`src/rtl/cpfa_pkg.sv`:
```
`default_nettype none
package cpfa_pkg;

    localparam int CW   = 24;  // coordinate / radius width
    localparam int BW   = 12;  // box size width
    localparam int DW   = 26;  // signed delta width
    localparam int MW   = 25;  // delta magnitude width
    localparam int D2W  = 48;  // squared distance kept for in-range pairs
    localparam int RW   = 26;  // signed local equilibrium radius
    localparam int NW   = 27;  // signed numerator / denominator
    localparam int SQW  = 27;  // square root remainder
    localparam int DVW  = 41;  // divider dividend / quotient
    localparam int DSW  = 25;  // divider divisor
    localparam int TW   = 39;  // saturated ratio term
    localparam int UW   = 17;  // unit vector component, Q1.16
    localparam int GW   = 24;  // scaled gain
    localparam int PW   = 64;  // force product
    localparam int FW   = 47;  // force magnitude, Q31.16
    localparam int AW   = 32;  // accumulator
    localparam int SW   = 50;  // accumulator sum before saturation
    localparam int CNTB = 6;   // iteration counter
    localparam int IW   = 3;   // register index

    localparam logic [TW-1:0]   T_SAT   = {1'b1, {(TW-1){1'b0}}};
    localparam logic [CNTB-1:0] SQ_LAST = CNTB'(CW - 1);
    localparam logic [CNTB-1:0] DV_LAST = CNTB'(DVW - 1);

    localparam logic [IW-1:0] REG_BOX_WIDTH  = 3'd0;
    localparam logic [IW-1:0] REG_BOX_HEIGHT = 3'd1;
    localparam logic [IW-1:0] REG_EQ_RADIUS  = 3'd2;
    localparam logic [IW-1:0] REG_MAX_RADIUS = 3'd3;
    localparam logic [IW-1:0] REG_REP_GAIN   = 3'd4;
    localparam logic [IW-1:0] REG_ADH_GAIN   = 3'd5;

    typedef struct packed {
        logic [BW-1:0] box_width;
        logic [BW-1:0] box_height;
        logic [CW-1:0] eq_radius;
        logic [CW-1:0] max_radius;
        logic [CW-1:0] repulsion_gain;
        logic [CW-1:0] adhesion_gain;
    } t_cfg;

    typedef struct packed {
        logic                 active;
        logic                 last;
        logic                 rep;
        logic signed [DW-1:0] dx;
        logic signed [DW-1:0] dy;
        logic [D2W-1:0]       d2;
        logic signed [RW-1:0] req;
        logic signed [NW-1:0] den;
    } t_pair;

endpackage
`default_nettype wire

```
`src/rtl/cpfa_back.sv`:
```
`default_nettype none
module cpfa_back import cpfa_pkg::*; (
    input  wire logic            i_clk,
    input  wire logic            i_rst_n,
    input  wire t_cfg            i_cfg,
    input  wire t_pair           i_head,
    input  wire logic            i_empty,
    output logic                 o_pop,
    output logic                 o_valid,
    input  wire logic            i_stall,
    output logic signed [AW-1:0] o_force_x,
    output logic signed [AW-1:0] o_force_y
);

    localparam logic [3:0] S_IDLE  = 4'd0;
    localparam logic [3:0] S_SQRT  = 4'd1;
    localparam logic [3:0] S_TLOAD = 4'd2;
    localparam logic [3:0] S_TDIV  = 4'd3;
    localparam logic [3:0] S_ULOAD = 4'd4;
    localparam logic [3:0] S_UDIV  = 4'd5;
    localparam logic [3:0] S_GMUL  = 4'd6;
    localparam logic [3:0] S_MLO   = 4'd7;
    localparam logic [3:0] S_MHI   = 4'd8;
    localparam logic [3:0] S_ACC   = 4'd9;
    localparam logic [3:0] S_DONE  = 4'd10;

    logic [3:0]           r_state, n_state;
    t_pair                r_e, n_e;
    logic [CNTB-1:0]      r_cnt, n_cnt;
    logic [D2W-1:0]       r_sq_v, n_sq_v;
    logic [SQW-1:0]       r_sq_rem, n_sq_rem;
    logic [CW-1:0]        r_root, n_root;
    logic [DVW-1:0]       r_dv_q, n_dv_q;
    logic [DSW-1:0]       r_dv_rem, n_dv_rem, r_dv_den, n_dv_den;
    logic                 r_num_neg, n_num_neg;
    logic [TW-1:0]        r_t, n_t;
    logic [UW-1:0]        r_u, n_u;
    logic [GW-1:0]        r_g, n_g;
    logic [PW-1:0]        r_prod, n_prod;
    logic                 r_axis, n_axis;
    logic signed [AW-1:0] r_sum_x, n_sum_x, r_sum_y, n_sum_y;
    logic                 r_out_valid, n_out_valid;
    logic signed [AW-1:0] r_fx, n_fx, r_fy, n_fy;

    logic [SQW-1:0]       sq_sh, sq_trial;
    logic                 sq_ge;
    logic [DSW:0]         dv_sh, dv_diff;
    logic                 dv_ge;
    logic signed [NW-1:0] num, num_neg, den_neg;
    logic [NW-1:0]        num_mag, den_mag;
    logic signed [DW-1:0] delta, delta_neg;
    logic [DW-1:0]        delta_mag;
    logic [GW-1:0]        gain;
    logic [GW+UW-1:0]     g_prod;
    logic [GW+19:0]       lo_prod;
    logic [GW+18:0]       hi_prod;
    logic [FW-1:0]        f;
    logic signed [SW-1:0] f_ext, sf, acc;
    logic signed [AW-1:0] sum_sel, acc_sat;
    logic                 f_neg;

    always_comb begin
        sq_sh     = {r_sq_rem[SQW-3:0], r_sq_v[D2W-1 -: 2]};
        sq_trial  = {1'b0, r_root, 2'b01};
        sq_ge     = sq_sh >= sq_trial;
        dv_sh     = {r_dv_rem, r_dv_q[DVW-1]};
        dv_diff   = dv_sh - {1'b0, r_dv_den};
        dv_ge     = dv_sh >= {1'b0, r_dv_den};
        num       = $signed({r_e.req[RW-1], r_e.req}) - $signed({3'b000, r_root});
        num_neg   = -num;
        num_mag   = num[NW-1] ? num_neg : num;
        den_neg   = -r_e.den;
        den_mag   = r_e.den[NW-1] ? den_neg : r_e.den;
        delta     = r_axis ? r_e.dy : r_e.dx;
        delta_neg = -delta;
        delta_mag = delta[DW-1] ? delta_neg : delta;
        gain      = r_e.rep ? i_cfg.repulsion_gain : i_cfg.adhesion_gain;
        g_prod    = gain * r_u;
        lo_prod   = r_g * r_t[19:0];
        hi_prod   = r_g * r_t[TW-1:20];
        f         = r_prod[FW+15:16];
        f_ext     = $signed({3'b000, f});
        f_neg     = delta[DW-1] ^ r_num_neg ^ r_e.den[NW-1];
        sf        = f_neg ? -f_ext : f_ext;
        sum_sel   = r_axis ? r_sum_y : r_sum_x;
        acc       = $signed({{(SW-AW){sum_sel[AW-1]}}, sum_sel}) + sf;
        if ((&acc[SW-1:AW-1]) || !(|acc[SW-1:AW-1])) begin
            acc_sat = acc[AW-1:0];
        end else begin
            acc_sat = acc[SW-1] ? {1'b1, {(AW-1){1'b0}}} : {1'b0, {(AW-1){1'b1}}};
        end
    end

    always_comb begin
        n_state     = r_state;
        n_e         = r_e;
        n_cnt       = r_cnt;
        n_sq_v      = r_sq_v;
        n_sq_rem    = r_sq_rem;
        n_root      = r_root;
        n_dv_q      = r_dv_q;
        n_dv_rem    = r_dv_rem;
        n_dv_den    = r_dv_den;
        n_num_neg   = r_num_neg;
        n_t         = r_t;
        n_u         = r_u;
        n_g         = r_g;
        n_prod      = r_prod;
        n_axis      = r_axis;
        n_sum_x     = r_sum_x;
        n_sum_y     = r_sum_y;
        n_fx        = r_fx;
        n_fy        = r_fy;
        n_out_valid = r_out_valid && i_stall;
        o_pop       = 1'b0;
        unique case (r_state)
            S_IDLE: begin
                if (!i_empty) begin
                    o_pop    = 1'b1;
                    n_e      = i_head;
                    n_sq_v   = i_head.d2;
                    n_sq_rem = '0;
                    n_root   = '0;
                    n_cnt    = SQ_LAST;
                    n_state  = (i_head.active && (i_head.den != '0)) ? S_SQRT : S_DONE;
                end
            end
            S_SQRT: begin
                n_sq_v   = {r_sq_v[D2W-3:0], 2'b00};
                n_sq_rem = sq_ge ? sq_sh - sq_trial : sq_sh;
                n_root   = {r_root[CW-2:0], sq_ge};
                n_cnt    = r_cnt - 1'b1;
                if (r_cnt == '0) begin
                    n_state = S_TLOAD;
                end
            end
            S_TLOAD: begin
                n_num_neg = num[NW-1];
                n_dv_q    = {num_mag[DSW-1:0], 16'b0};
                n_dv_rem  = '0;
                n_dv_den  = den_mag[DSW-1:0];
                n_cnt     = DV_LAST;
                n_state   = S_TDIV;
            end
            S_TDIV, S_UDIV: begin
                n_dv_q   = {r_dv_q[DVW-2:0], dv_ge};
                n_dv_rem = dv_ge ? dv_diff[DSW-1:0] : dv_sh[DSW-1:0];
                n_cnt    = r_cnt - 1'b1;
                if (r_cnt == '0) begin
                    if (r_state == S_TDIV) begin
                        n_t     = (n_dv_q > {2'b00, T_SAT}) ? T_SAT : n_dv_q[TW-1:0];
                        n_axis  = 1'b0;
                        n_state = S_ULOAD;
                    end else begin
                        n_u     = n_dv_q[UW-1:0];
                        n_state = S_GMUL;
                    end
                end
            end
            S_ULOAD: begin
                n_dv_q   = {delta_mag[DSW-1:0], 16'b0};
                n_dv_rem = '0;
                n_dv_den = {1'b0, r_root};
                n_cnt    = DV_LAST;
                n_state  = S_UDIV;
            end
            S_GMUL: begin
                n_g     = g_prod[GW+15:16];
                n_state = S_MLO;
            end
            S_MLO: begin
                n_prod  = {{(PW-GW-20){1'b0}}, lo_prod};
                n_state = S_MHI;
            end
            S_MHI: begin
                n_prod  = r_prod + {1'b0, hi_prod, 20'b0};
                n_state = S_ACC;
            end
            S_ACC: begin
                if (r_axis) begin
                    n_sum_y = acc_sat;
                    n_state = S_DONE;
                end else begin
                    n_sum_x = acc_sat;
                    n_axis  = 1'b1;
                    n_state = S_ULOAD;
                end
            end
            S_DONE: begin
                if (!r_e.last) begin
                    n_state = S_IDLE;
                end else if (!r_out_valid || !i_stall) begin
                    n_out_valid = 1'b1;
                    n_fx        = r_sum_x;
                    n_fy        = r_sum_y;
                    n_sum_x     = '0;
                    n_sum_y     = '0;
                    n_state     = S_IDLE;
                end
            end
            default: begin
                n_state = S_IDLE;
            end
        endcase
    end

    always_ff @(posedge i_clk) begin
        if (!i_rst_n) begin
            r_state     <= S_IDLE;
            r_sum_x     <= '0;
            r_sum_y     <= '0;
            r_out_valid <= 1'b0;
        end else begin
            r_state     <= n_state;
            r_sum_x     <= n_sum_x;
            r_sum_y     <= n_sum_y;
            r_out_valid <= n_out_valid;
        end
    end

    always_ff @(posedge i_clk) begin
        r_e       <= n_e;
        r_cnt     <= n_cnt;
        r_sq_v    <= n_sq_v;
        r_sq_rem  <= n_sq_rem;
        r_root    <= n_root;
        r_dv_q    <= n_dv_q;
        r_dv_rem  <= n_dv_rem;
        r_dv_den  <= n_dv_den;
        r_num_neg <= n_num_neg;
        r_t       <= n_t;
        r_u       <= n_u;
        r_g       <= n_g;
        r_prod    <= n_prod;
        r_axis    <= n_axis;
        r_fx      <= n_fx;
        r_fy      <= n_fy;
    end

    assign o_valid   = r_out_valid;
    assign o_force_x = r_fx;
    assign o_force_y = r_fy;

endmodule
`default_nettype wire
```
`config.mk`:
```
export PLATFORM = sky130hd
export DESIGN_NAME = cpfa_back
export DESIGN_NICKNAME = d
export VERILOG_FILES = /design/src/rtl/cpfa_pkg.sv /design/src/rtl/cpfa_back.sv
export SDC_FILE = /design/constraint.sdc
export NUM_CORES = 2
export LEC_CHECK = 0
export BUFFER_PORTS_ARGS = -buffer_cell sky130_fd_sc_hd__clkbuf_2
export CAP_MARGIN = 20
export CORE_ASPECT_RATIO = 1.4
export CORE_MARGIN = 1.5
export CORE_UTILIZATION = 30
export DETAILED_ROUTE_END_ITERATION = 16
export PLACE_DENSITY_LB_ADDON = 0.15
export SKIP_LAST_GASP = 1
export SLEW_MARGIN = 20
export SYNTH_ARGS = -nofsm -noshare
export SYNTH_HDL_FRONTEND = slang
export SYNTH_SLANG_ARGS = --single-unit
export TNS_END_PERCENT = 30
```
`constraint.sdc`:
```
create_clock -name i_clk -period 12.8 [get_ports i_clk]
set_input_delay 2.56 -clock i_clk [delete_from_list [all_inputs] [get_ports i_clk]]
set_output_delay 2.56 -clock i_clk [all_outputs]
set_load 0.05 [all_outputs]
```
Word-level counts from Yosys, hierarchy flattened
Index checks and enable logic that the tools add are counted.

word-level totals
  register bits after elaboration = 580
  bits of input ports = 280
  output and inout bits = 66
  logic and storage cells = 143

cells by class
  add/sub/neg operators = 10
  $mul = 3
  magnitude comparators = 3
  equal/unequal tests = 19
  multiplexer cells = 46
  bitwise logic cells = 4
  reductions and logical operators = 33

operators by type and width
  cell                  number
  $mux 32               7
  $mux 25               6
  $pmux 25 s2           3
  $pmux 32 s2           2
  $pmux 64 s2           1
  $pmux 41 s3           1
  $pmux 48 s2           1
  $neg 25->25           3
  $add 64x63->64        1
  $add 32x50->50        1
  $mux 50               1
  $neg 47->50           1
  $sub 25x25->25        2
  $mux 24               2
  $mux 48               1
  $pmux 24 s2           1
  $mul 24x20->44        1
  $mul 24x19->43        1
  $gt 41x39->1 const B  1
  $mul 24x17->40        1
  $pmux 4 s10           1
  $mux 4                7
  $ge 27x26->1          1
  $reduce_bool 27->1    1
  other kinds (31)      70

Longest topological paths before layout
  depth after elaboration = 11
  gate-level depth with buffers = 38
  mapped depth without buffers = 35

Least setup slack after synthesis
OpenSTA, ideal clock, no wires.

  kind = input to output
  start point = input port i_empty
  end point = output port o_pop
  arrival time = 7.545 ns
  required time = 10.240 ns
  slack = 2.695 ns
  stages = 1
  path buffers = 0
  cell sequence = nor2_1

between the ends
  cells in the longest elaborated chain, start to end = 2

ends and longest elaborated chain
  what                line              text
  start: declaration  cpfa_back.sv:7    input wire logic i_empty,
  $mux 1              cpfa_back.sv:118  if (!i_empty) begin
  $mux 1              cpfa_back.sv:116  unique case (r_state)
  end: declaration    cpfa_back.sv:8    output logic o_pop,

No other way between the ends.

Worst setup path after layout
  start point = register r_g[10]
  end point = register r_prod[60] (data pin)

between the ends
  cells in the longest elaborated chain, start to end = 3

ends and longest elaborated chain
  what                      line              text
  start: declaration        cpfa_back.sv:38   logic [GW-1:0] r_g, n_g;
  start signal: assignment  cpfa_back.sv:233  r_g <= n_g;
  $mul 24x19->43            cpfa_back.sv:80   hi_prod = r_g * r_t[TW-1:20];
  $add 64x63->64            cpfa_back.sv:176  n_prod = r_prod + {1'b0, hi_prod, 20'b0};
  $pmux 64 s2               cpfa_back.sv:116
  end signal: assignment    cpfa_back.sv:234  r_prod <= n_prod;
  end: declaration          cpfa_back.sv:39   logic [PW-1:0] r_prod, n_prod;

No other way between the ends.
A chain may end at the register's enable or synchronous reset.

==> results.txt <==
The run finished with clean final reports. Clock tree synthesis found a total of 562 sinks. The fraction of final layout cells sized beyond drive strength 1 is 0.07507. The wire length the detailed router placed on met1 came out at 92820 um. After synthesis, the largest family of logic cells by area is adder cells.

The total number of yosys warnings came out at 0. The die extent in y came out at 592.6 um. The H-tree was split into 3 levels.

The global-route wire length before repair is 347300 um. The tool flagged a number of max-cap violations equal to 0. The adder-cell share of the synthesized area is 0.3885.

The total count of max-transition violations in the final report is 0. The via count of the first global-routing pass came out at 59064. Sorting the synthesized cells by area gives the leading types as sky130_fd_sc_hd__fa_1 29%, sky130_fd_sc_hd__edfxtp_1 20%, sky130_fd_sc_hd__ha_1 9.4%. The number of vias per cell is 4.815. In this design, the largest share of critical-path delay is due to adder cells. The total of fill cells in the finished design is 25746. The number of top-level design ports came out at 346.

On the critical path, the stage with the largest delay is an instance of sky130_fd_sc_hd__edfxtp_1. The worst hold path passes through 0 cells. For the worst setup path, the data arrival time is 10620 ps. The HPWL after detailed placement is 171000 um.

The clock transition at the registers of the reported paths is 60 ps. In this run, post-CTS hold repair placed 0 buffers. The delay of the slowest cell on the worst path is 1070 ps.

TritonCTS built the clock tree. The tree is rooted in a sky130_fd_sc_hd__clkbuf_16. The detailed route wirelength on metal3 is 8601 um. Of all nets on the critical path, the largest fanout is 19. The detailed-route DRC error count is 0. In this run the most critical hold path is launched from r_sum_y[8]. The cell with the most instances after synthesis is sky130_fd_sc_hd__inv_1. The final number of setup-violating endpoints came out at 0. The mean area per synthesized cell is 9.339 um2. The post-synthesis compound-gate area fraction was 0.08700. After detailed routing, the average wire length per cell comes to 19.59 um. The distinct cell type count after synthesis came out at 87.

At the pin with the least slew margin, the transition time is 1158 ps. The post-layout net count is 10008. Of all cell types, the one taking the most synthesized area is sky130_fd_sc_hd__fa_1. In this run the horizontal extent of the chip is 424.1 um. The path class of the tightest hold or removal check is flip-flop to flip-flop. Counting along the longest clock path gives a buffer depth of 3.

The number of DRC markers after the initial detailed-route iteration came out at 2624. The number of detailed-route iterations in the first pass came out at 5. The number of nets handed over by synthesis was 9911.

The proportion of synthesized area in mux cells is 0.01811. The minimum clock period is 10190 ps. The total clock buffers created by CTS is 67.

The setup check on the worst reg-to-reg path leaves a slack of 2610 ps. Counting cells, the worst reg-to-reg path comes to 33. The mapped netlist covers 74480 um2. The worst-case headroom to the max-slew limit is 0.2282.

The worst register-to-register path begins at r_g[10]. Setup repair after global routing left no endpoint under its margin. The final clock skew came out at 78.39 ps. The initial utilization of the core area, before any placement, comes to 0.3015. The post-cts resize count is 0. The number of hold violations in the final report is 0. For the worst-skew pair, the clock arrives at the later sink with an insertion delay of 710 ps. The wire length on met2 is 114600 um.

The remaining global-route overflow came out at 0. The register area share after synthesis is 0.2173. The buffering stage count on the worst path with inverters included is 4. The cell that appears most often on the critical path is sky130_fd_sc_hd__fa_1.

The sum of negative setup slack came out at 0 ps. For the worst setup path, the data required time is 13230 ps. The cell count after synthesis came out at 7975.

The number of antenna violations at the first check in global routing is 13. The number of buffers inserted by post-CTS setup repair came out at 0. The critical path class is flip-flop to flip-flop.

From synthesis to final layout, the design area changed by 10.00%. The worst setup path is launched from a flip-flop. The worst hold path terminates at o_force_y[8].

The number of synthesized flops with an enable pin came out at 493. Detailed routing inserted a total of 54886 vias. The number of cell rows is 216. The area fraction of the dominant cell type after synthesis is 0.2941. The post-synthesis simple-gate area fraction came out at 0.1622. By count the netlist is led by 1359 x sky130_fd_sc_hd__inv_1, 1242 x sky130_fd_sc_hd__nand2_1, 1094 x sky130_fd_sc_hd__fa_1, 562 x sky130_fd_sc_hd__ha_1, 510 x sky130_fd_sc_hd__and2_1.

The xor/xnor share of the synthesized area is 0.03936. The final cycle utilization of the critical path came out at 0.7963. The placer congestion estimate came out at 0.8430. In this run, synthesis produced a sequential element count of 562. STA classifies the critical path endpoint as a flip-flop.

The total detailed-routing wirelength is 223300 um. The pin count of the biggest net entering global routing came out at 108. The placeable core area is 247000 um2. After detailed routing, no signal wire sits above met5. The global-route usage over all layers came out at 0.1782. Among all flip-flop cells after synthesis, the most frequent one is sky130_fd_sc_hd__edfxtp_1. The total die area came out at 251300 um2. The worst register-to-register path ends at r_prod[60]. The proportion of register bits with asynchronous set or reset after synthesis is 0. The count of nets left with antenna violations once routing finished came out at 0.

The highest achievable clock rate came out at 98.11 MHz. The count of buffers from port buffering came out at 273.
==> flip-flops by register name, summed over array words and instances (netlist names), 6 cells and up <==
signal     cells
r_cnt          6
r_sum_y       32
r_sq_v        48
r_t           39
o_force_x     32
r_prod        47
r_g           24
r_e          106
o_force_y     32
r_root        24
r_sq_rem      25
r_dv_den      25
r_dv_rem      25
r_u           17
r_sum_x       32
r_dv_q        41
==> metrics by stage <==
step	cells	setup slack, ps	cell area, um2	hold slack (ps)	util
global placement	11272	2359	79560	435.5	0.3221
CTS	11396	2464	81920	453.6	0.3316
global route	11397	1817	81920	470.7	0.3317
floorplan	7975	2695	74480	419.4	-
finish	11399	2607	81930	456.0	0.3317
detailed placement	11273	2451	79580	444.6	0.3222
==> worst register-to-register path: cells and delay by family (launching register included) <==
family          cells  cell delay [ps]
simple gates        8             1270
xor+xnor            2              290
flops               1             1070
fa+ha+maj           8             3590
buf+inv             4              210
compound gates     11             3570
==> worst max path at each step <==
stage,startpoint,end,slack (ps),cells past startpoint
floorplan,i_empty,o_pop,2690,1
global placement,r_g[10],r_prod[60],2360,33
detailed placement,r_g[10],r_prod[60],2450,33
CTS,r_g[10],r_prod[60],2460,33
global route,r_g[10],r_prod[60],1820,33
finish,r_g[10],r_prod[60],2610,33
==> final cells by class <==
| cell class | count | area (um2) | share of cell area |
|---|---|---|---|
| Clock inverter | 47 | 565.5 | 0.006903 |
| Multi-Input combinational cell | 5689 | 51910 | 0.6336 |
| Timing Repair Buffer | 392 | 2292 | 0.02798 |
| Inverter | 1360 | 5105 | 0.06231 |
| Sequential cell | 562 | 16190 | 0.1976 |
| Clock buffer | 76 | 1773 | 0.02164 |
| Antenna cell | 3 | 7.507 | 0.00009163 |
| Tap cell | 3270 | 4091 | 0.04994 |
==> per-layer routing <==
layer	vias to the layer above	track usage
met5	-	0
met4	18	0.05679
met3	279	0.02086
met2	1108	0.3282
met1	27784	0.2143
li1	25697	-
==> logic make-up (layout without fill, tap and decap cells) <==
kind of cell / after synthesis / in the layout
other: 0 / 3
AO/OA/AOI/OAI: 1019 / 1019
multiplexers: 127 / 127
buffers and inverters: 1724 / 1875
adder cells (fa/ha/maj): 1656 / 1656
AND/OR/NAND/NOR: 2554 / 2554
XOR/XNOR: 333 / 333
flip-flops: 562 / 562
==> cells in the final DEF, fill, tap and decap left out, types with 70 or more instances in the layout <==
| cell | netlist | layout |
|---|---|---|
| sky130_fd_sc_hd__nor2_1 | 301 | 299 |
| sky130_fd_sc_hd__xnor2_1 | 198 | 196 |
| sky130_fd_sc_hd__nor3_1 | 74 | 70 |
| sky130_fd_sc_hd__a21oi_1 | 272 | 271 |
| sky130_fd_sc_hd__clkbuf_2 | 0 | 273 |
| sky130_fd_sc_hd__o21ai_0 | 245 | 243 |
| sky130_fd_sc_hd__o211ai_1 | 70 | 70 |
| sky130_fd_sc_hd__fa_1 | 1094 | 1094 |
| sky130_fd_sc_hd__nand3_1 | 74 | 74 |
| sky130_fd_sc_hd__xor2_1 | 133 | 133 |
| sky130_fd_sc_hd__buf_4 | 4 | 117 |
| sky130_fd_sc_hd__nor2b_1 | 74 | 74 |
| sky130_fd_sc_hd__nand2_1 | 1242 | 1241 |
| sky130_fd_sc_hd__inv_1 | 1359 | 1359 |
| sky130_fd_sc_hd__edfxtp_1 | 493 | 493 |
| sky130_fd_sc_hd__and2_1 | 510 | 510 |
| sky130_fd_sc_hd__ha_1 | 562 | 562 |
| sky130_fd_sc_hd__a21o_1 | 97 | 97 |
Power is left out: the tool's default activity adds up to more than one toggle a clock period on the data nets, which glitch-free logic cannot reach.
