### src/rtl/cpfa_pkg.sv
`default_nettype none
package cpfa_pkg;

    localparam int CW   = 24;  // coordinate / radius width
    localparam int BW   = 12;  // box size width
    localparam int DW   = 26;  // signed delta width
    localparam int MW   = 25;  // delta magnitude width
    localparam int D2W  = 48;  // squared distance kept for in-range pairs
    localparam int RW   = 26;  // signed local equilibrium radius
    localparam int NW   = 27;  // signed numerator / denominator
    localparam int SQW  = 27;  // square root remainder
    localparam int DVW  = 41;  // divider dividend / quotient
    localparam int DSW  = 25;  // divider divisor
    localparam int TW   = 39;  // saturated ratio term
    localparam int UW   = 17;  // unit vector component, Q1.16
    localparam int GW   = 24;  // scaled gain
    localparam int PW   = 64;  // force product
    localparam int FW   = 47;  // force magnitude, Q31.16
    localparam int AW   = 32;  // accumulator
    localparam int SW   = 50;  // accumulator sum before saturation
    localparam int CNTB = 6;   // iteration counter
    localparam int IW   = 3;   // register index

    localparam logic [TW-1:0]   T_SAT   = {1'b1, {(TW-1){1'b0}}};
    localparam logic [CNTB-1:0] SQ_LAST = CNTB'(CW - 1);
    localparam logic [CNTB-1:0] DV_LAST = CNTB'(DVW - 1);

    localparam logic [IW-1:0] REG_BOX_WIDTH  = 3'd0;
    localparam logic [IW-1:0] REG_BOX_HEIGHT = 3'd1;
    localparam logic [IW-1:0] REG_EQ_RADIUS  = 3'd2;
    localparam logic [IW-1:0] REG_MAX_RADIUS = 3'd3;
    localparam logic [IW-1:0] REG_REP_GAIN   = 3'd4;
    localparam logic [IW-1:0] REG_ADH_GAIN   = 3'd5;

    typedef struct packed {
        logic [BW-1:0] box_width;
        logic [BW-1:0] box_height;
        logic [CW-1:0] eq_radius;
        logic [CW-1:0] max_radius;
        logic [CW-1:0] repulsion_gain;
        logic [CW-1:0] adhesion_gain;
    } t_cfg;

    typedef struct packed {
        logic                 active;
        logic                 last;
        logic                 rep;
        logic signed [DW-1:0] dx;
        logic signed [DW-1:0] dy;
        logic [D2W-1:0]       d2;
        logic signed [RW-1:0] req;
        logic signed [NW-1:0] den;
    } t_pair;

endpackage
`default_nettype wire

### src/rtl/cpfa_queue.sv
`default_nettype none
module cpfa_queue import cpfa_pkg::*; #(
    parameter int DEPTH = 4,
    localparam int AWD  = $clog2(DEPTH),
    localparam int CNTW = $clog2(DEPTH + 1)
) (
    input  wire logic        i_clk,
    input  wire logic        i_rst_n,
    input  wire logic        i_push,
    input  wire t_pair       i_pair,
    input  wire logic        i_pop,
    output t_pair            o_head,
    output logic             o_empty,
    output logic [CNTW-1:0]  o_count
);

    t_pair            r_mem [DEPTH];
    logic [AWD-1:0]   r_wr, n_wr, r_rd, n_rd;
    logic [CNTW-1:0]  r_count, n_count;

    always_comb begin
        n_wr    = r_wr;
        n_rd    = r_rd;
        n_count = r_count;
        if (i_push) begin
            n_wr = (r_wr == AWD'(DEPTH - 1)) ? '0 : r_wr + 1'b1;
        end
        if (i_pop) begin
            n_rd = (r_rd == AWD'(DEPTH - 1)) ? '0 : r_rd + 1'b1;
        end
        if (i_push && !i_pop) begin
            n_count = r_count + 1'b1;
        end else if (!i_push && i_pop) begin
            n_count = r_count - 1'b1;
        end
    end

    always_ff @(posedge i_clk) begin
        if (!i_rst_n) begin
            r_wr    <= '0;
            r_rd    <= '0;
            r_count <= '0;
        end else begin
            r_wr    <= n_wr;
            r_rd    <= n_rd;
            r_count <= n_count;
        end
    end

    always_ff @(posedge i_clk) begin
        if (i_push) begin
            r_mem[r_wr] <= i_pair;
        end
    end

    assign o_head  = r_mem[r_rd];
    assign o_empty = (r_count == '0);
    assign o_count = r_count;

endmodule
`default_nettype wire

### config.mk
export PLATFORM = sky130hd
export DESIGN_NAME = cpfa_queue
export DESIGN_NICKNAME = d
export VERILOG_FILES = /design/src/rtl/cpfa_pkg.sv /design/src/rtl/cpfa_queue.sv
export SDC_FILE = /design/constraint.sdc
export NUM_CORES = 1
export LEC_CHECK = 0
export ABC_AREA = 1
export CAP_MARGIN = 20
export CORE_MARGIN = 4
export CORE_UTILIZATION = 40
export CTS_CLUSTER_DIAMETER = 200
export CTS_CLUSTER_SIZE = 28
export DETAILED_ROUTE_END_ITERATION = 8
export DONT_BUFFER_PORTS = 1
export GPL_TIMING_DRIVEN = 0
export SETUP_SLACK_MARGIN = 0.15
export SYNTH_ARGS = -nofsm -noshare
export SYNTH_HDL_FRONTEND = slang
export SYNTH_SLANG_ARGS = --single-unit
### constraint.sdc
create_clock -name i_clk -period 8.2 [get_ports i_clk]
set_input_delay 0.82 -clock i_clk [delete_from_list [all_inputs] [get_ports i_clk]]
set_output_delay 0.82 -clock i_clk [all_outputs]
set_load 0.01 [all_outputs]
; Word-level counts from Yosys, hierarchy flattened
; Memories as Yosys holds them, arrays and structs flattened. A register that Yosys moved wholly into a read port is not among the register bits.
; Index checks and enable logic that the tools add are counted.
[op_classes]
add_sub_neg = 4
mul = 0
div_mod_pow = 0
magnitude_cmp = 0
eq_ne = 2
n_shift = 0
muxes = 8
bitwise_logic = 0
reduce_logical = 6
[op_table]
columns = cell, count
row1 = $mux W2, 4
row2 = $mux W3, 2
row3 = $add A2 B1 Y2 const B, 2
row4 = $eq A2 B2 Y1 const B, 2
row5 = $add A3 B1 Y3 const B, 1
row6 = $logic_not A3 Y1, 1
row7 = $sub A3 B1 Y3 const B, 1
row8 = $logic_and A1 B1 Y1, 2
row9 = $logic_not A1 Y1, 2
row10 = $mux W1, 2
row11 = $reduce_bool A2 Y1, 1
[totals]
register_bits = 7
latchBits = 0
ram_bits = 624
mem_bits_ro = 0
inputBits = 160
output_inout_bits = 160
elab_cells = 24
memories = 1
[memory_table]
columns = name, depth, word_bits, rd, rd_ports_with_merged_regs, wr, line
row1 = r_mem, 4, 156, 1, 1, 1, cpfa_queue.sv:17  ; t_pair r_mem [DEPTH];

; Logic depth before layout (Yosys ltp)
; Gate-level depths: netlist of run 1.
[depth]
word_depth = 4
depth_mapped = 10
depth_no_buf = 10

; Worst setup path before layout of run 1
; No wires, ideal clock.
[synth_path]
path_type = input -> register
startpoint = in i_push
endpoint = mem r_mem[3][0] in the netlist's numbering (enable)
setup_time_ns = 0.509
arrival_ns = 3.857
required_time_ns = 7.691
path_slack_ns = 3.834
cell_stages = 2
n_path_buf = 0
path_cell_list = nand2_1 > inv_1
[synth_between]
elab_chain_len = 2
[synth_lines]
columns = item, line
row1 = from (decl), cpfa_queue.sv:9  ; input wire logic i_push,
row2 = $mux W1, cpfa_queue.sv:51  ; if (i_push) begin
row3 = $mux W1 (implied by the code), cpfa_queue.sv:52  ; r_mem[r_wr] <= i_pair;
row4 = to (decl), cpfa_queue.sv:17
; Every way passes these cells.

==> metrics.cfg, run 1 <==
[outcome]
outcome=finished, final reports clean

[sta]
fin_tns_setup_ns=0
rsz0062_at_grt=no
slew_headroom_pct=53.0
timing.final.crit_share_pct=41.4
final-setup-viol-count=0
fin_worst_skew_ns=0.0230
slew_viol_final=0
tightestPinTransition_ns=0.705
finalHoldViolCount=0
max_freq_ghz=0.294
period_needed_ns=3.40

[clock_network]
hold_buffers=0
clockBufferDepth=3
path_clk_slew_ns=0.11
numCtsBuffers=26
cts_root_buffer=clkbuf_16
h-tree-depth=1
clock_sink_count=633
clock_latency_ns=0.60
cts_tree=built
cts_setup_buffers=0
cts-resized-gates=0

[floorplan]
die_area_um2=62800
core_um2=58000
die_h_um=251
die_w_um=251
rows=88
start_util_pct=40.6
io_pins=320

[detailed_routing]
vias=13000
wl_per_cell_um=24.6
drt_first_pass_iters=5
drcViolationCount=0
drt-total-wl_mm=58.4
ant_nets=0
vias_per_cell=5.46
drt-initial-drc-count=1016

[yosys]
synth-seq-cells=633
synthesis.instances=1567
yosysWarnings=0
syn_avg_cell_area_um2=15.0
netlist_area_um2=23500
synth-seq-area-share_pct=80.4
synth_nets=1734
synth_cell_type_count=21

[min_path]
min_path_type=in -> reg

[power]
power.leakage_nw=7.95
ir_worst_vdd_mv=0.226
powerDensity_nw_per_um2=230

[layout]
syn_to_final_growth_pct=7.76
nNetsFinal=1766
post_layout_nonfiller_instances=2374
antennaDiodeCount=0
drive_above_1_share_pct=5.41
fill_cells=5082

[placed_design]
place_congestion=0.742
port_buffers=0
dp_cells=2336
dp_hpwl_mm=35.9

[worst_setup_path]
slowest_delay_ns=0.51
worstReg2RegStart=r_wr[0]$_SDFFE_PN0P_
arrival_ns=2.58
worst_setup_path_end_kind=primary output
startpoint_type=flip-flop
slowest_stage=o22ai_1
rr_worst_depth=5
crit_required_ns=7.38
r2r_end=r_mem[0][84]$_DFFE_PP_
cp-endpoint=o_head[63]
worstPathCellList=buf_2 > clkbuf_1 > o21ai_0 > o22ai_1
ff2ff_setup_slack_ns=6.02
crit_fanout=10
crit_type=reg -> out

[grt]
grt_pass1_wl_mm=84.6
grt_pass1_vias=12700
grt_overflow_total=0
track_usage_pct=17.7
grt_max_degree=94
antenna_found_initial=1

[run]
drv_cap=0

## worst max-delay path: cells and delay by family, from the launching register on
| kind | cells | cell delay (ns) |
|---|---|---|
| buffers and inverters | 2 | 0.88 |
| DFF | 1 | 0.38 |
| AOI/OAI and AO/OA | 2 | 0.69 |
## cells in the mapped netlist
cell      count  area (um^2)
nand3_1       1         5.00
edfxtp_1    624        18700
buf_6        25          282
xor2_1        1         8.76
ha_1          6         75.1
buf_2        13         65.1
buf_4        10         75.1
inv_6         1         8.76
o22ai_1     156          976
o21ai_0     271         1360
o21ai_1      44          220
nand2_1       8         30.0
nor2_1      320         1200
a21oi_1       3         15.0
nor3_1        3         15.0
clkbuf_2      2         10.0
dfxtp_1       9          180
fa_1          1         20.0
nand4_1       1         6.26
inv_1        15         56.3
clkbuf_1     53          199
## state kept, by name (all words and copies together), names as in the netlist, named ones only
| register | count |
|---|---|
| r_mem | 624 |
| o_count | 3 |
| r_rd | 2 |
| r_wr | 2 |
## per-stage QoR
stage / hold slack (ns) / utilization, % / setup WS (ns) / total power [W] / instance area (um^2)
global route: 0.260 / 43.7 / 4.56 / 0.00607 / 25400
detailed placement: 0.549 / 42.5 / 5.32 / 0.00440 / 24600
CTS: 0.261 / 43.7 / 4.63 / 0.00590 / 25400
floorplan: 0.490 / - / 3.83 / 0.00419 / 23500
global placement: 0.516 / 42.2 / 1.07 / 0.00442 / 24500
finish: 0.303 / 43.7 / 4.80 / 0.00584 / 25400
## cell type report
type                            instances  area, um^2  share of cell area [%]
Clock inverter                          1        16.3                  0.0641
Timing Repair Buffer                    4         110                   0.434
Sequential cell                       633       18900                    74.6
Tap cell                              765         957                    3.77
Buffer                                103         631                    2.49
Inverter                               16        95.1                   0.375
Clock buffer                           37         713                    2.81
Multi-Input combinational cell        815        3930                    15.5
## where the power goes
part           internal [W]  switching, W
logic              0.000139      0.000446
registers           0.00370     0.0000305
clock network      0.000612      0.000914
## layout by cell type (no fill, tap or decap)
| cell type | synthesis | routed |
|---|---|---|
| nor3_1 | 3 | 3 |
| nand3_1 | 1 | 1 |
| buf_16 | 0 | 4 |
| inv_8 | 0 | 4 |
| edfxtp_1 | 624 | 624 |
| clkinv_8 | 0 | 1 |
| buf_4 | 10 | 10 |
| o21ai_1 | 44 | 44 |
| buf_2 | 13 | 13 |
| clkbuf_1 | 53 | 63 |
| clkbuf_2 | 2 | 2 |
| a21oi_1 | 3 | 3 |
| nand2_1 | 8 | 8 |
| nand4_1 | 1 | 1 |
| ha_1 | 6 | 6 |
| o21ai_0 | 271 | 271 |
| fa_1 | 1 | 1 |
| buf_6 | 25 | 25 |
| inv_1 | 15 | 11 |
| xor2_1 | 1 | 1 |
| nor2_1 | 320 | 320 |
| dfxtp_1 | 9 | 9 |
| clkbuf_16 | 0 | 27 |
| inv_6 | 1 | 1 |
| o22ai_1 | 156 | 156 |
## metal layers
metal | share of wire (%) | track usage [%] | vias up
li1 | - | - | 5947
met1 | 39 | 22.1 | 6528
met2 | 49 | 29.6 | 405
met3 | 9.1 | 6.41 | 71
met4 | 2.8 | 4.31 | 2
met5 | 0.022 | 0 | -
## cells by family after synthesis
logic type               Yosys count  share of synthesized area [%]
AND/OR/NAND/NOR                  333                           5.34
flip-flops                       633                           80.4
XOR/XNOR                           1                         0.0372
buffers and inverters            119                           2.95
adder cells (fa/ha/maj)            7                          0.404
AO/OA/AOI/OAI                    474                           10.9
## how the worst min path moves through the flow
stage,startpoint,endpoint,cells past startpoint
floorplan,r_wr[1]$_SDFFE_PN0P_,r_wr[1]$_SDFFE_PN0P_,2
global placement,r_wr[1]$_SDFFE_PN0P_,r_wr[1]$_SDFFE_PN0P_,2
detailed placement,r_wr[1]$_SDFFE_PN0P_,r_wr[1]$_SDFFE_PN0P_,2
CTS,i_pair[16],r_mem[0][16]$_DFFE_PP_,0
global route,i_pair[31],r_mem[3][31]$_DFFE_PP_,0
finish,i_pair[6],r_mem[2][6]$_DFFE_PP_,0
Note: power is estimated with default switching activity, not from simulation.
==> run 2, diff against run 1 <==
ABC_AREA = 0   (was 1)
clock period = 2.82 ns   (was 8.2 ns; I/O delays follow)
==> run 2 against run 1 <==
  * Power increased to 2.9 times the previous value
  * Final cell count shrank 23%
  * Clock power increased to 2.9 times the previous value
  * Clock-buffer cell count unchanged
  * First-iteration DRC count is 41% lower
  * Synthesized area down 1.8%
  * Sequential power grew to 2.9 times the previous value
  * Core utilization increased by 3.3 points
  * Die area fell by 1.7%
  * Sequential share of layout area down 3.8 points
  * Largest cell class unchanged
  * Largest power group unchanged
  * Highest routed layer unchanged
==> metrics.cfg, run 2 <==
[detailed_routing]
drcViolationCount=0  ; unchanged
vias_per_cell=5.19  ; -4.9%
ant_nets=0  ; unchanged
drt-total-wl_mm=45.5  ; -22%
drt_first_pass_iters=4  ; -1
drt-initial-drc-count=602  ; -41%
wl_per_cell_um=24.9  ; +1.3%
vias=9473  ; -27%

[layout]
final_cell_mix=edfxtp_1, dlygate4sd3_1, mux4_2
final_common_cell=edfxtp_1
syn_to_final_growth_pct=15.6
nNetsFinal=1224  ; -31%
regMostFlops=r_mem
fill_cells=4622  ; -9.1%
post_layout_nonfiller_instances=1825  ; -23%
multi_input_area_um2=3780  ; -3.8%
drive_above_1_share_pct=21.9  ; +17 points
seqCellArea_um2=18900  ; unchanged
largest_reg_flops=624  ; unchanged

[power]
power.leakage_nw=8.18  ; +2.9%
powerDensity_nw_per_um2=636  ; +180%
ir_worst_vdd_mv=0.696  ; +210%

[floorplan]
io_pins=320  ; unchanged
die_h_um=248  ; -0.88%
start_util_pct=40.7  ; +0.11 points
die_w_um=248  ; -0.88%
rows=87  ; -1.1%
die_area_um2=61700  ; -1.7%
core_um2=56800  ; -2.1%

[min_path]
hold_end=r_mem[1][52]$_DFFE_PP_
min_path_type=in -> reg
holdCritStartpoint=i_push
min_path_cells=1  ; +1

[yosys]
netlist_area_um2=23100  ; -1.8%
synth-seq-cells=633  ; unchanged
synth_edf_count=624  ; unchanged
synth_common_cells=edfxtp_1, mux4_2, buf_12, buf_2, dfxtp_1
yosysWarnings=0  ; unchanged
synth_area_leaders=edfxtp_1, mux4_2, buf_12
yosys.area.top_type=edfxtp_1
synthFlopType=edfxtp_1
yosys.area.top_type_share_pct=81.1  ; +1.5 points
yosysMostFrequentCell=edfxtp_1
synth_cell_type_count=23  ; +9.5%
synth-seq-area-share_pct=81.8  ; +1.5 points
synthesis.instances=858  ; -45%
synth_nets=1025  ; -41%
async_flop_share_pct=0  ; unchanged
syn_avg_cell_area_um2=26.9  ; +79%

[grt]
track_usage_pct=14.4  ; -3.3 points
grt_pass1_vias=10100  ; -20%
grt_overflow_total=0  ; unchanged
antenna_found_initial=6  ; +5
grt_pass1_wl_mm=67.9  ; -20%
grt_max_degree=56  ; -40%

[clock_network]
clockBufferDepth=3  ; unchanged
clock_latency_ns=0.60  ; about the same
h-tree-depth=1  ; unchanged
clock_sink_count=633  ; unchanged
path_clk_slew_ns=0.10  ; about the same
cts_tree=built
numCtsBuffers=26  ; unchanged
cts_root_buffer=clkbuf_16

[sta]
timing.final.crit_share_pct=84.9
tightestPinTransition_ns=0.776  ; +0.0709 ns
fin_worst_skew_ns=0.0112  ; -0.0118 ns
fin_tns_setup_ns=0  ; unchanged
period_needed_ns=2.39
rsz0062_at_grt=no
slew_headroom_pct=48.2  ; -4.7 points
max_freq_ghz=0.418
final-setup-viol-count=0  ; unchanged
setup_slack_ns=0.426  ; -4.38 ns
slew_viol_final=0  ; unchanged
finalHoldViolCount=0  ; unchanged

[worst_setup_path]
arrival_ns=2.11  ; -0.47 ns
worstReg2RegStart=r_wr[0]$_SDFFE_PN0P_
startpoint_type=flip-flop
crit_required_ns=2.54  ; -4.84 ns
ff2ff_setup_slack_ns=0.67  ; -5.35 ns
worst_setup_path_end_kind=primary output
crit_fanout=10  ; unchanged
crit_type=reg -> out
r2r_end=r_mem[0][122]$_DFFE_PP_
rr_worst_depth=5  ; unchanged

[placed_design]
place_congestion=0.651  ; -12%
dp_cells=1626  ; -30%
dp_hpwl_mm=29.0  ; -19%
post-place-ws_ns=0.344  ; -4.98 ns
port_buffers=0  ; unchanged

[run]
drv_cap=0  ; unchanged

[outcome]
outcome=finished, final reports clean

run 2: changes by cell type after synthesis, sizes merged, moves of 3 or more:
cell,change
mux4,+156
o22ai,-156
mux2i,+4
a21oi,-3
nor2,-319
clkbuf,-53
buf,-15
nand2,-8
o21ai,-314
inv,-12
nor2b,+5
and2,+5
run 2: critical path: stages (launching register included):
cell and delay, ns:
dfxtp_1 0.42, clkbuf_4 0.31, buf_2 0.34, mux4_2 0.43
run 2: logic make-up after synthesis:
logic type      count (synthesis)  share of synthesized area, %
compound gates                  3                        0.0866
xor+xnor                        2                        0.0758
fa+ha+maj                       7                         0.411
buf+inv                        39                          1.87
flops                         633                          81.8
mux                           160                          15.4
simple gates                   14                         0.357
run 2: how the worst max path moves through the flow:
stage,to,cells past startpoint
2_1_floorplan,r_mem[3][0]$_DFFE_PP_,2
4_1_cts,o_head[38],3
5_1_grt,o_head[32],3
3_5_place_dp,o_head[147],3
3_3_place_gp,r_mem[3][16]$_DFFE_PP_,2
6_report,o_head[38],3
run 2: layout make-up:
class / count / share of cell area [%]
clock inverters: 1 / 0.0609
plain buffers: 35 / 1.58
inverters: 4 / 0.0562
flip-flops and latches: 633 / 70.8
diodes: 2 / 0.0187
multi-input cells: 186 / 14.1
well taps: 756 / 3.54
repair buffers: 171 / 7.14
clock buffers: 37 / 2.67
run 2: timing repair:
| action | CTS | global route |
|---|---|---|
| hold buffers | 159 | 0 |
| buffers inserted | 0 | 0 |
| endpoints found under the setup margin | 100 | 0 |
| gates resized for setup | 3 | 0 |
| endpoints found under the hold margin | 633 | 0 |
run 2: through the flow:
| stage | utilization (%) | instance area (um^2) | power (W) | hold WS, ns |
|---|---|---|---|---|
| after global placement | 42.4 | 24100 | 0.0125 | 0.381 |
| after detailed placement | 42.9 | 24400 | 0.0126 | 0.381 |
| after floorplan | - | 23100 | 0.0121 | 0.381 |
| after global routing | 47.0 | 26700 | 0.0177 | 0.0515 |
| after CTS | 47.0 | 26700 | 0.0172 | 0.0486 |
| final | 47.0 | 26700 | 0.0170 | 0.0886 |
run 2: power breakdown:
part	switching [W]	internal (W)	total, W	leakage, nW
clock network	0.00264	0.00178	0.00442	0.351
logic	0.000970	0.000740	0.00171	2.02
registers	0.0000959	0.0108	0.0109	5.81
total	0.00371	0.0133	0.0170	8.18
run 2: routing by layer:
layer	track usage, %	part of all wire, %
met4	2.24	1.6
met3	4.35	7.2
met1	18.9	40
met2	24.4	51
met5	0	0.15
==> run 3, diff against run 2 <==
clock period = 2.4 ns   (was 2.82 ns; I/O delays follow)
==> run 3 against run 2 <==
  * Setup slack got worse by 0.36 ns
  * Sequential power rose by 17%
  * Core utilization up 1.1 points
  * Combinational power increased by 29%
  * Largest power group unchanged
==> metrics.cfg, run 3 (synthesis gave the netlist of run 2 again) <==
[outcome]
outcome=finished, final reports clean

[sta]
rsz0062_at_grt=yes
period_needed_ns=2.34
max_freq_ghz=0.428
final-setup-viol-count=0  ; unchanged
finalHoldViolCount=0  ; unchanged
slew_headroom_pct=54.4  ; +6.2 points
holdWs_ns=0.0462  ; -0.0424 ns
fin_worst_skew_ns=0.0152  ; +0.00396 ns
timing.final.crit_share_pct=97.3
fin_tns_setup_ns=0  ; unchanged
slew_viol_final=0  ; unchanged
tightestPinTransition_ns=0.683  ; -0.0929 ns

[floorplan]
die_w_um=248  ; unchanged
die_area_um2=61700  ; unchanged
start_util_pct=40.7  ; unchanged
io_pins=320  ; unchanged
die_h_um=248  ; unchanged
core_um2=56800  ; unchanged
rows=87  ; unchanged

[worst_setup_path]
crit_required_ns=2.16  ; -0.38 ns
crit_fanout=7  ; -3
startpoint_type=flip-flop
crit_type=reg -> out
worst_setup_path_end_kind=primary output
arrival_ns=2.10  ; about the same

[layout]
nNetsFinal=1249  ; +2.0%
drive_above_1_share_pct=24.0  ; +2.1 points
final_cell_mix=edfxtp_1, dlygate4sd3_1, mux4_2
syn_to_final_growth_pct=18.3
regMostFlops=r_mem
design_area_um2=27300  ; +2.3%
largest_reg_flops=624  ; unchanged
fill_cells=4566  ; -1.2%
final_common_cell=edfxtp_1

[power]
p_sw_share_pct=21.9  ; +0.099 points
ir_worst_vdd_mv=0.825  ; +18%
powerDensity_nw_per_um2=738  ; +16%
power_frac_comb_pct=10.9  ; +0.8 points
p_clk_share_pct=25.8  ; -0.2 points
intPower_w=0.0158  ; +19%
power.leakage_nw=8.44  ; +3.3%
p_sw_w=0.00442  ; +19%
seqPwrFrac_pct=63.3  ; -0.6 points

[clock_network]
cts_tree=built
h-tree-depth=1  ; unchanged
cts_root_buffer=clkbuf_16
path_clk_slew_ns=0.10  ; about the same
numCtsBuffers=26  ; unchanged
clock_sink_count=633  ; unchanged
clock_latency_ns=0.60  ; about the same
clockBufferDepth=3  ; unchanged

[placed_design]
place_congestion=0.651  ; unchanged
dp_hpwl_mm=29.0  ; unchanged
port_buffers=0  ; unchanged
placed_cell_area_um2=24400  ; unchanged

[detailed_routing]
vias=9606  ; +1.4%
ant_nets=0  ; unchanged
vias_per_cell=5.19  ; about the same
drcViolationCount=0  ; unchanged
drt-initial-drc-count=658  ; +9.3%
drt-total-wl_mm=46.9  ; +3.1%
drt_first_pass_iters=5  ; +1
wl_per_cell_um=25.3  ; +1.7%

[grt]
grt_overflow_total=0  ; unchanged
track_usage_pct=14.6  ; +0.25 points
grt_pass1_wl_mm=68.8  ; +1.2%
grt_pass1_vias=10100  ; +0.079%
antenna_found_initial=7  ; +1
grt_max_degree=56  ; unchanged

[run]
drv_cap=0  ; unchanged

[min_path]
min_path_type=in -> reg

[run 3: changes by cell type in the layout (fill, tap and decap cells not counted), moves of 2 or more]
cell | before | now
clkbuf_16 | 27 | 34
buf_4 | 2 | 11
buf_6 | 1 | 5
dfxtp_1 | 9 | 7
buf_16 | 10 | 21
buf_2 | 14 | 4
dfxtp_2 | 0 | 2
buf_12 | 17 | 21
[run 3: power groups by stage]
| stage | combinational (W) | clock (W) | sequential [W] |
|---|---|---|---|
| floorplan | 0.00123 | 0 | 0.0130 |
| global placement | 0.00168 | 0 | 0.0130 |
| detailed placement | 0.00175 | 0 | 0.0130 |
| CTS | 0.00222 | 0.00540 | 0.0128 |
| global route | 0.00236 | 0.00585 | 0.0128 |
| finish | 0.00220 | 0.00521 | 0.0128 |
[run 3: per-layer routing]
| layer | share of wire, % | track usage [%] | up-vias | wire, um |
|---|---|---|---|---|
| li1 | - | - | 4144 | - |
| met1 | 40 | 19.1 | 5163 | 18700 |
| met2 | 51 | 24.9 | 244 | 24000 |
| met3 | 7.2 | 4.47 | 47 | 3370 |
| met4 | 1.6 | 2.23 | 8 | 744 |
| met5 | 0.11 | 0 | - | 52 |
[run 3: repair_timing]
item | in CTS | in global routing
setup buffers | 9 | 0
endpoints found under the hold margin | 633 | 0
cloned | 8 | 8
hold buffers | 159 | 0
gates resized for setup | 35 | 1
pin swaps | 0 | 1
endpoints found under the setup margin | 150 | 178
[run 3: critical path: stages (launching register included)]
cell	delay, ns
dfxtp_2	0.34
buf_6	0.12
buf_12	0.11
buf_16	0.15
buf_12	0.12
buf_16	0.11
mux4_2	0.55
[run 3: final cells by class]
type                       instances  area, um^2  area share, %
multi-input combinational        187        3790           13.8
inverter                           4        15.0         0.0549
clock buffer                      37         713           2.61
clock inverter                     1        16.3         0.0595
tap                              756         946           3.46
buffer                            35         499           1.83
sequential                       633       18900           69.2
antenna                            3        7.51         0.0275
timing repair buffer             195        2440           8.94
[run 3: through the flow]
| stage | total power (W) | utilization (%) | setup WS, ns | instances |
|---|---|---|---|---|
| 4_1_cts | 0.0204 | 47.8 | -0.0122 | 1840 |
| 6_report | 0.0202 | 48.1 | 0.0641 | 1851 |
| 2_1_floorplan | 0.0142 | - | 0.301 | 858 |
| 3_3_place_gp | 0.0147 | 42.4 | -0.696 | 1614 |
| 5_1_grt | 0.0210 | 48.1 | -0.0411 | 1850 |
| 3_5_place_dp | 0.0148 | 42.9 | -0.0340 | 1626 |
[run 3: worst paths after layout]
check / from / to / slack, ns / depth (start not counted)
max: flip-flop / o_head[125] / 0.06 / 6
min reg2reg: r_rd[1]$_SDFFE_PN0P_ / flip-flop / 0.54 / 2
max reg2reg: r_wr[0]$_SDFFE_PN0P_ / r_mem[2][11]$_DFFE_PP_ / 0.27 / 5
min: i_push / r_mem[1][56]$_DFFE_PP_ / 0.05 / 1
